--- src/hdl/regret_matching_node_assert.svh ---
// Assertion helpers shared by the regret matching node RTL.
`ifndef REGRET_MATCHING_NODE_ASSERT_SVH
`define REGRET_MATCHING_NODE_ASSERT_SVH

// Same-cycle implication, sampled on clk, off during reset.
`define RMN_CHECK(label, ante, cons) \
    label: assert property (@(posedge clk) disable iff (!rst_n) (ante) |-> (cons)) \
        else $error("regret_matching_node: check failed");

// Next-cycle implication, sampled on clk, off during reset.
`define RMN_CHECK_NEXT(label, ante, cons) \
    label: assert property (@(posedge clk) disable iff (!rst_n) (ante) |=> (cons)) \
        else $error("regret_matching_node: check failed");

`endif

--- src/hdl/rmn_pkg.sv ---
`timescale 1ns / 1ps
// ----------------------------------------------------------------------------
// rmn_pkg
// Types and constants shared by the regret matching node.
// ----------------------------------------------------------------------------
package rmn_pkg;

    localparam int SLOTS = 8;
    localparam int SUM_W = 52;

    localparam logic [1:0] MODE_ADD = 2'd0;
    localparam logic [1:0] MODE_CUR = 2'd1;
    localparam logic [1:0] MODE_AVG = 2'd2;

    typedef struct packed {
        logic        [1:0]  mode;
        logic        [2:0]  action_index;
        logic signed [31:0] regret_delta;
        logic        [15:0] reach_weight;
    } in_item_t;

    typedef struct packed {
        logic [2:0]  out_action;
        logic [15:0] probability;
        logic        last;
    } out_item_t;

    typedef struct packed {
        logic                 start;
        logic [SUM_W-1:0]     x;
        logic [SUM_W-1:0]     s;
    } div_req_t;

endpackage

--- src/hdl/rmn_chan_if.sv ---
`timescale 1ns / 1ps
// ----------------------------------------------------------------------------
// rmn_chan_if
// Valid/ready channel carrying one item of a given payload type.
// ----------------------------------------------------------------------------
interface rmn_chan_if #(parameter type T = logic);
    logic valid;
    logic ready;
    T     data;

    modport source (output valid, output data, input ready);
    modport sink   (input valid, input data, output ready);
endinterface

--- src/hdl/rmn_div.sv ---
`timescale 1ns / 1ps
// ----------------------------------------------------------------------------
// rmn_div
// Restoring divider for floor(x * 2^F / s), x <= s, one quotient bit a cycle.
// ----------------------------------------------------------------------------
module rmn_div #(
    parameter int PROB_FRAC_BITS = 15
) (
    input  logic                      clk,
    input  logic                      rst_n,
    input  rmn_pkg::div_req_t         dreq,
    output logic                      done,
    output logic [PROB_FRAC_BITS:0]   q
);
    import rmn_pkg::*;

    localparam int QW = PROB_FRAC_BITS + 1;
    localparam int CW = $clog2(PROB_FRAC_BITS + 2);

    logic [SUM_W:0]   r_reg;
    logic [SUM_W-1:0] s_reg;
    logic [QW-1:0]    q_reg;
    logic [CW-1:0]    cnt_reg;
    logic             done_reg;
    logic             ge;
    logic [SUM_W:0]   diff;

    assign ge   = r_reg >= {1'b0, s_reg};
    assign diff = ge ? (r_reg - {1'b0, s_reg}) : r_reg;

    always_ff @(posedge clk or negedge rst_n)
    begin
        if (!rst_n)
        begin
            cnt_reg  <= '0;
            done_reg <= 1'b0;
        end
        else
        begin
            done_reg <= 1'b0;
            if (dreq.start)
                cnt_reg <= CW'(QW);
            else if (cnt_reg != '0)
            begin
                cnt_reg <= cnt_reg - 1'b1;
                if (cnt_reg == CW'(1))
                    done_reg <= 1'b1;
            end
        end
    end

    always_ff @(posedge clk)
    begin
        if (dreq.start)
        begin
            r_reg <= {1'b0, dreq.x};
            s_reg <= dreq.s;
            q_reg <= '0;
        end
        else if (cnt_reg != '0)
        begin
            r_reg <= {diff[SUM_W-1:0], 1'b0};
            q_reg <= {q_reg[QW-2:0], ge};
        end
    end

    assign done = done_reg;
    assign q    = q_reg;

endmodule

--- src/hdl/rmn_back.sv ---
`timescale 1ns / 1ps
// ----------------------------------------------------------------------------
// rmn_back
// Holds regret and strategy totals and carries out queued items.
// ----------------------------------------------------------------------------
module rmn_back #(
    parameter int PROB_FRAC_BITS = 15
) (
    input  logic              clk,
    input  logic              rst_n,
    input  rmn_pkg::in_item_t cmd,
    input  logic              cmd_valid,
    output logic              cmd_ready,
    input  logic [3:0]        n,
    rmn_chan_if.source        rsp
);
    import rmn_pkg::*;
    `include "regret_matching_node_assert.svh"

    localparam logic [2:0] ST_IDLE = 3'd0;
    localparam logic [2:0] ST_ADD  = 3'd1;
    localparam logic [2:0] ST_SUM  = 3'd2;
    localparam logic [2:0] ST_DIV  = 3'd3;
    localparam logic [2:0] ST_WAIT = 3'd4;
    localparam logic [2:0] ST_PUT  = 3'd5;

    logic [2:0]         state_reg;
    logic [2:0]         k_reg;
    logic [SUM_W-1:0]   sum_reg;
    in_item_t           cmd_reg;
    logic signed [31:0] regret_reg [SLOTS];
    logic [47:0]        strat_reg  [SLOTS];
    out_item_t          out_reg;
    logic               out_valid_reg;

    logic [2:0]         idx;
    logic signed [31:0] rd_regret;
    logic [47:0]        rd_strat;
    logic [SUM_W-1:0]   val_k;
    logic signed [32:0] add_sum;
    logic signed [31:0] add_sat;
    logic [2:0]         last_k;
    logic               is_last;
    logic               out_free;
    div_req_t           dreq;
    logic               div_done;
    logic [PROB_FRAC_BITS:0] div_q;
    logic [63:0]        q_ext;
    logic [15:0]        prob;
    logic [31:0]        prod;
    logic [48:0]        strat_sum;
    logic [47:0]        strat_sat;

    rmn_div #(.PROB_FRAC_BITS(PROB_FRAC_BITS)) u_div (
        .clk   (clk),
        .rst_n (rst_n),
        .dreq  (dreq),
        .done  (div_done),
        .q     (div_q)
    );

    assign idx       = (state_reg == ST_ADD) ? cmd_reg.action_index : k_reg;
    assign rd_regret = regret_reg[idx];
    assign rd_strat  = strat_reg[k_reg];
    assign val_k     = (cmd_reg.mode == MODE_CUR)
                     ? ((rd_regret > 0) ? SUM_W'(unsigned'(rd_regret)) : '0)
                     : SUM_W'(rd_strat);

    assign add_sum = 33'(rd_regret) + 33'(cmd_reg.regret_delta);
    always_comb
    begin
        if (add_sum > 33'sd2147483647)
            add_sat = 32'sh7FFFFFFF;
        else if (add_sum < -33'sd2147483648)
            add_sat = 32'sh80000000;
        else
            add_sat = add_sum[31:0];
    end

    assign last_k   = 3'(n - 4'd1);
    assign is_last  = (k_reg == last_k);
    assign out_free = !out_valid_reg || rsp.ready;

    assign dreq.start = (state_reg == ST_DIV);
    assign dreq.x     = (sum_reg == '0) ? SUM_W'(1) : val_k;
    assign dreq.s     = (sum_reg == '0) ? SUM_W'(n) : sum_reg;

    assign q_ext     = 64'(div_q);
    assign prob      = q_ext[15:0];
    assign prod      = cmd_reg.reach_weight * prob;
    assign strat_sum = {1'b0, rd_strat} + 49'(prod);
    assign strat_sat = strat_sum[48] ? {48{1'b1}} : strat_sum[47:0];

    assign cmd_ready = (state_reg == ST_IDLE);

    always_ff @(posedge clk or negedge rst_n)
    begin
        if (!rst_n)
        begin
            state_reg     <= ST_IDLE;
            k_reg         <= '0;
            out_valid_reg <= 1'b0;
            for (int i = 0; i < SLOTS; i++)
            begin
                regret_reg[i] <= '0;
                strat_reg[i]  <= '0;
            end
        end
        else
        begin
            unique case (state_reg)
                ST_IDLE:
                begin
                    if (cmd_valid)
                    begin
                        k_reg     <= '0;
                        state_reg <= (cmd.mode == MODE_ADD) ? ST_ADD : ST_SUM;
                    end
                end
                ST_ADD:
                begin
                    regret_reg[idx] <= add_sat;
                    state_reg       <= ST_IDLE;
                end
                ST_SUM:
                begin
                    if (is_last)
                    begin
                        k_reg     <= '0;
                        state_reg <= ST_DIV;
                    end
                    else
                        k_reg <= k_reg + 3'd1;
                end
                ST_DIV:
                    state_reg <= ST_WAIT;
                ST_WAIT:
                begin
                    if (div_done)
                        state_reg <= ST_PUT;
                end
                ST_PUT:
                begin
                    if (out_free)
                    begin
                        if (cmd_reg.mode == MODE_CUR)
                            strat_reg[k_reg] <= strat_sat;
                        if (is_last)
                            state_reg <= ST_IDLE;
                        else
                        begin
                            k_reg     <= k_reg + 3'd1;
                            state_reg <= ST_DIV;
                        end
                    end
                end
                default:
                    state_reg <= ST_IDLE;
            endcase
            if (state_reg == ST_PUT && out_free)
                out_valid_reg <= 1'b1;
            else if (rsp.ready)
                out_valid_reg <= 1'b0;
        end
    end

    always_ff @(posedge clk)
    begin
        if (state_reg == ST_IDLE && cmd_valid)
        begin
            cmd_reg <= cmd;
            sum_reg <= '0;
        end
        else if (state_reg == ST_SUM)
            sum_reg <= sum_reg + val_k;
        if (state_reg == ST_PUT && out_free)
        begin
            out_reg.out_action  <= k_reg;
            out_reg.probability <= prob;
            out_reg.last        <= is_last;
        end
    end

    assign rsp.valid = out_valid_reg;
    assign rsp.data  = out_reg;

    `RMN_CHECK(last_on_final, out_valid_reg && out_reg.last, out_reg.out_action == last_k)
    `RMN_CHECK_NEXT(put_loads, state_reg == ST_PUT && out_free, out_valid_reg)
    `RMN_CHECK(div_only_busy, div_done, state_reg == ST_WAIT)

endmodule

--- src/flat_wrapper.sv ---
// flat-port wrapper written by rule: the top's interface ports become plain ports
module rmn_back_flat import rmn_pkg::*;
#(
    parameter int PROB_FRAC_BITS = 15
)
  (clk, rst_n, cmd, cmd_valid, cmd_ready, n, rsp_valid, rsp_data, rsp_ready);
  rmn_chan_if rsp_i ();
  input  logic clk;
  input  logic rst_n;
  input  rmn_pkg::in_item_t cmd;
  input  logic cmd_valid;
  output logic cmd_ready;
  input  logic [3:0] n;
  output wire logic [$bits(rsp_i.valid)-1:0] rsp_valid;
  output wire logic [$bits(rsp_i.data)-1:0] rsp_data;
  input wire logic [$bits(rsp_i.ready)-1:0] rsp_ready;
  assign rsp_valid = rsp_i.valid;
  assign rsp_data = rsp_i.data;
  assign rsp_i.ready = rsp_ready;
  rmn_back #(.PROB_FRAC_BITS(PROB_FRAC_BITS)) u_core (.clk(clk), .rst_n(rst_n), .cmd(cmd), .cmd_valid(cmd_valid), .cmd_ready(cmd_ready), .n(n), .rsp(rsp_i));
endmodule
--- config.mk ---
export PLATFORM = sky130hd
export DESIGN_NAME = rmn_back_flat
export DESIGN_NICKNAME = d
export VERILOG_FILES = /design/src/hdl/rmn_pkg.sv /design/src/hdl/rmn_chan_if.sv /design/src/hdl/rmn_div.sv /design/src/hdl/rmn_back.sv /design/src/flat_wrapper.sv
export VERILOG_INCLUDE_DIRS = /design/src /design/src/hdl
export SDC_FILE = /design/constraint.sdc
export NUM_CORES = 1
export LEC_CHECK = 0
export ABC_AREA = 1
export BUFFER_PORTS_ARGS = -buffer_cell sky130_fd_sc_hd__buf_2
export CAP_MARGIN = 20
export CORE_MARGIN = 2
export CORE_UTILIZATION = 43
export CTS_CLUSTER_SIZE = 10
export DETAILED_ROUTE_END_ITERATION = 7
export GPL_ROUTABILITY_DRIVEN = 1
export PLACE_DENSITY = 0.83
export SLEW_MARGIN = 5
export SYNTH_ARGS = -nofsm -noshare
export SYNTH_HDL_FRONTEND = slang
export SYNTH_SLANG_ARGS = --single-unit
--- constraint.sdc ---
create_clock -name clk -period 2.6 [get_ports clk]
set_input_delay 0.13 -clock clk [delete_from_list [all_inputs] [get_ports clk]]
set_output_delay 0.13 -clock clk [all_outputs]
set_load 0.005 [all_outputs]
==> metrics.txt <==
CTS buffer count 3; Setup violations, final 0; Synth top area share 35.4%; vias around 830; Die Area around 2500 µm²; DRC viols 0; async set-reset flop share out of synthesis 92.9%; most frequent CP cell nand2_1; Worst path max stage delay 0.44 ns; Tcrit/Tclk final 52.4%; reg2reg start u_core.state_reg[1]$_DFFE_PN0P_; io pins 64; commonest cells in the synthesized netlist nand2_1, inv_1, dfrtp_1; Final Util 53.2%; status complete, no violations; Vias per Instance approximately 4.8; Tightest Pin Transition 0.329 ns; endpoints failing hold 0; Routed WL per cell just over 10 µm; area grow syn2layout 14.7%; FF+latch count, synth 14; min-delay src rsp_ready; CTS root buf clkbuf_4; Core Region 1980 µm²; Final Skew 0.0116 ns; max FFs per register 5; Pins Over Slew Limit 0; Pre-Repair DR Iteration Count 4; area of the multi-input gates 480 µm²; CP startpoint u_core.state_reg[1]$_DFFE_PN0P_; post-route ant nets 0; leakage 0.605 nW; worst path cell trace inv_2, nand2_1, nor2_4, nand2_2, nand3_2, a21oi_2, nand2_1, nand2_1; number of diodes 0; Yosys cell types 23; clock slew at reported path FFs 0.09 ns; Main synth FF type dfrtp_1; clk sinks 14; Pwr per Cell Area 1030 nW/µm²; Mapped Nets between 150 and 200; total negative slack 0 ns; Placed Instances ~170; fraction of layout cells with a size suffix above 1 between 20% and 30%; Starting Density 46.3%; Post-CTS Resized 0; crit path launch type register; hold depth 2; Avg Cell Area, Syn 7.06 µm²; Crit Path Category reg -> reg; top cells by area, synth dfrtp_1, nand2_1, inv_1, ha_1, nand3_1; antenna violations before repair 0; nets@finish between 200 and 250; required time of the critical path between 2 and 3 ns; Seq/Total Area, Yosys 38.7%; Post-DP HPWL about 1.4 mm; power consumption 1.09 mW; CTS tree yes; chip width 50.2 µm; Placer Congestion between 0.8 and 0.9; Die Y 50.2 µm; Final Critical Period 1.36 ns; Post-synth EDFFs 1; MaxCap Viol Count 0; global-route wire length before repair around 3.2 mm; RSZ-0062 raised after global routing false; drt total wl 1.78 mm; GRT overflow 0; vias in the first global route 799; VDD IR max ~0.66 mV; largest area contributor in the netlist dfrtp_1; synthesized instance count 130; Reg area 355 µm²; largest net degree at the start of global routing 14; highest-delay cell along the critical path dfrtp_1; arrival time at the worst endpoint 1.53 ns; Fmax 734 MHz; most instantiated library cell after synthesis nand2_1; fill count 176; synthesized area approximately 900 µm²; Longest Clk Path Bufs 2; row cnt 16; Tightest Hold Check Type in -> reg; Fin Hold WS around 0.041 ns; Clock Latency Late Sink 0.29 ns; Iteration-0 DRC Markers 16; Port Buffers 11; Worst Reg-to-Reg Cells 8; Total GRT Usage between 15 and 20%; Slew headroom 77.5%; Critical Path Sink Type register; synth warn 0; post-route insts no fill between 150 and 200; Max Fanout on Critical Path 7; H-tree Lvls 1
[where the power goes]
part / switching (mW) / total, mW / internal (mW)
combinational: 0.333 / 0.540 / 0.207
sequential: 0.0816 / 0.386 / 0.305
clock: 0.0733 / 0.159 / 0.0852
total: 0.488 / 1.09 / 0.598
[metal layers]
layer | up-vias | GRT usage, % | share of wire (%)
li1 | 438 | - | -
met1 | 376 | 19.4 | 47
met2 | 19 | 30.0 | 48
met3 | 0 | 6.25 | 5.2
met4 | 0 | 0.926 | 0
met5 | - | 0 | 0
[through the flow]
step           area [µm²]  setup slack (ns)
3_3_place_gp         1010              1.26
2_1_floorplan         918              1.44
4_1_cts              1050              1.25
3_5_place_dp         1010              1.20
6_report             1050              1.24
5_1_grt              1050              1.11
[area by class of cell]
| class | count | share of cell area, % |
|---|---|---|
| Clock buffer | 4 | 3.44 |
| Inverter | 22 | 7.84 |
| Multi-Input combinational cell | 94 | 45.6 |
| Sequential cell | 14 | 33.7 |
| Tap cell | 27 | 3.21 |
| Timing Repair Buffer | 12 | 6.18 |
[placed cells by master (no fill, tap or decap), drive strengths merged]
| cell type | count |
|---|---|
| a2111oi | 1 |
| a211oi | 1 |
| a21o | 1 |
| a21oi | 2 |
| buf | 11 |
| clkbuf | 4 |
| dfrtp | 13 |
| dlygate4sd3 | 1 |
| edfxtp | 1 |
| ha | 4 |
| inv | 22 |
| nand2 | 51 |
| nand3 | 10 |
| nand3b | 2 |
| nor2 | 10 |
| nor3 | 1 |
| o21ai | 9 |
| xor2 | 2 |
[worst paths after layout]
check	to	slack, ns
worst max-delay path	u_core.state_reg[0]$_DFFE_PN0P_	1.24
worst min-delay path	u_core.rsp.valid$_DFFE_PN0P_	0.04
worst max register to register	u_core.state_reg[0]$_DFFE_PN0P_	1.24
worst min register to register	u_core.u_div.done$_DFF_PN0_	0.47
max in group asynchronous	u_core.state_reg[2]$_DFFE_PN0P_	2.11
min in group asynchronous	u_core.k_reg[1]$_DFFE_PN0P_	0.25
[timing repair]
| action | CTS | global route |
|---|---|---|
| hold endpoints to repair | 13 | 0 |
| setup endpoints to repair | 0 | 0 |
| hold buffers | 1 | 0 |
| buffers inserted | 0 | 0 |
[cell families after synthesis]
family / share of synthesized area (%)
AO/OA/AOI/OAI: 9.40
AND/OR/NAND/NOR: 35.6
buffers and inverters: 8.99
adder cells (fa/ha/maj): 5.45
XOR/XNOR: 1.91
flip-flops: 38.7
[critical path, delay by kind of cell (launching register included)]
kind | cells | cell delay [ns]
AND/OR/NAND/NOR | 6 | 0.68
flip-flops | 1 | 0.44
buffers and inverters | 1 | 0.07
AO/OA/AOI/OAI | 1 | 0.06
No activity file was read; power rests on OpenSTA's default activity.
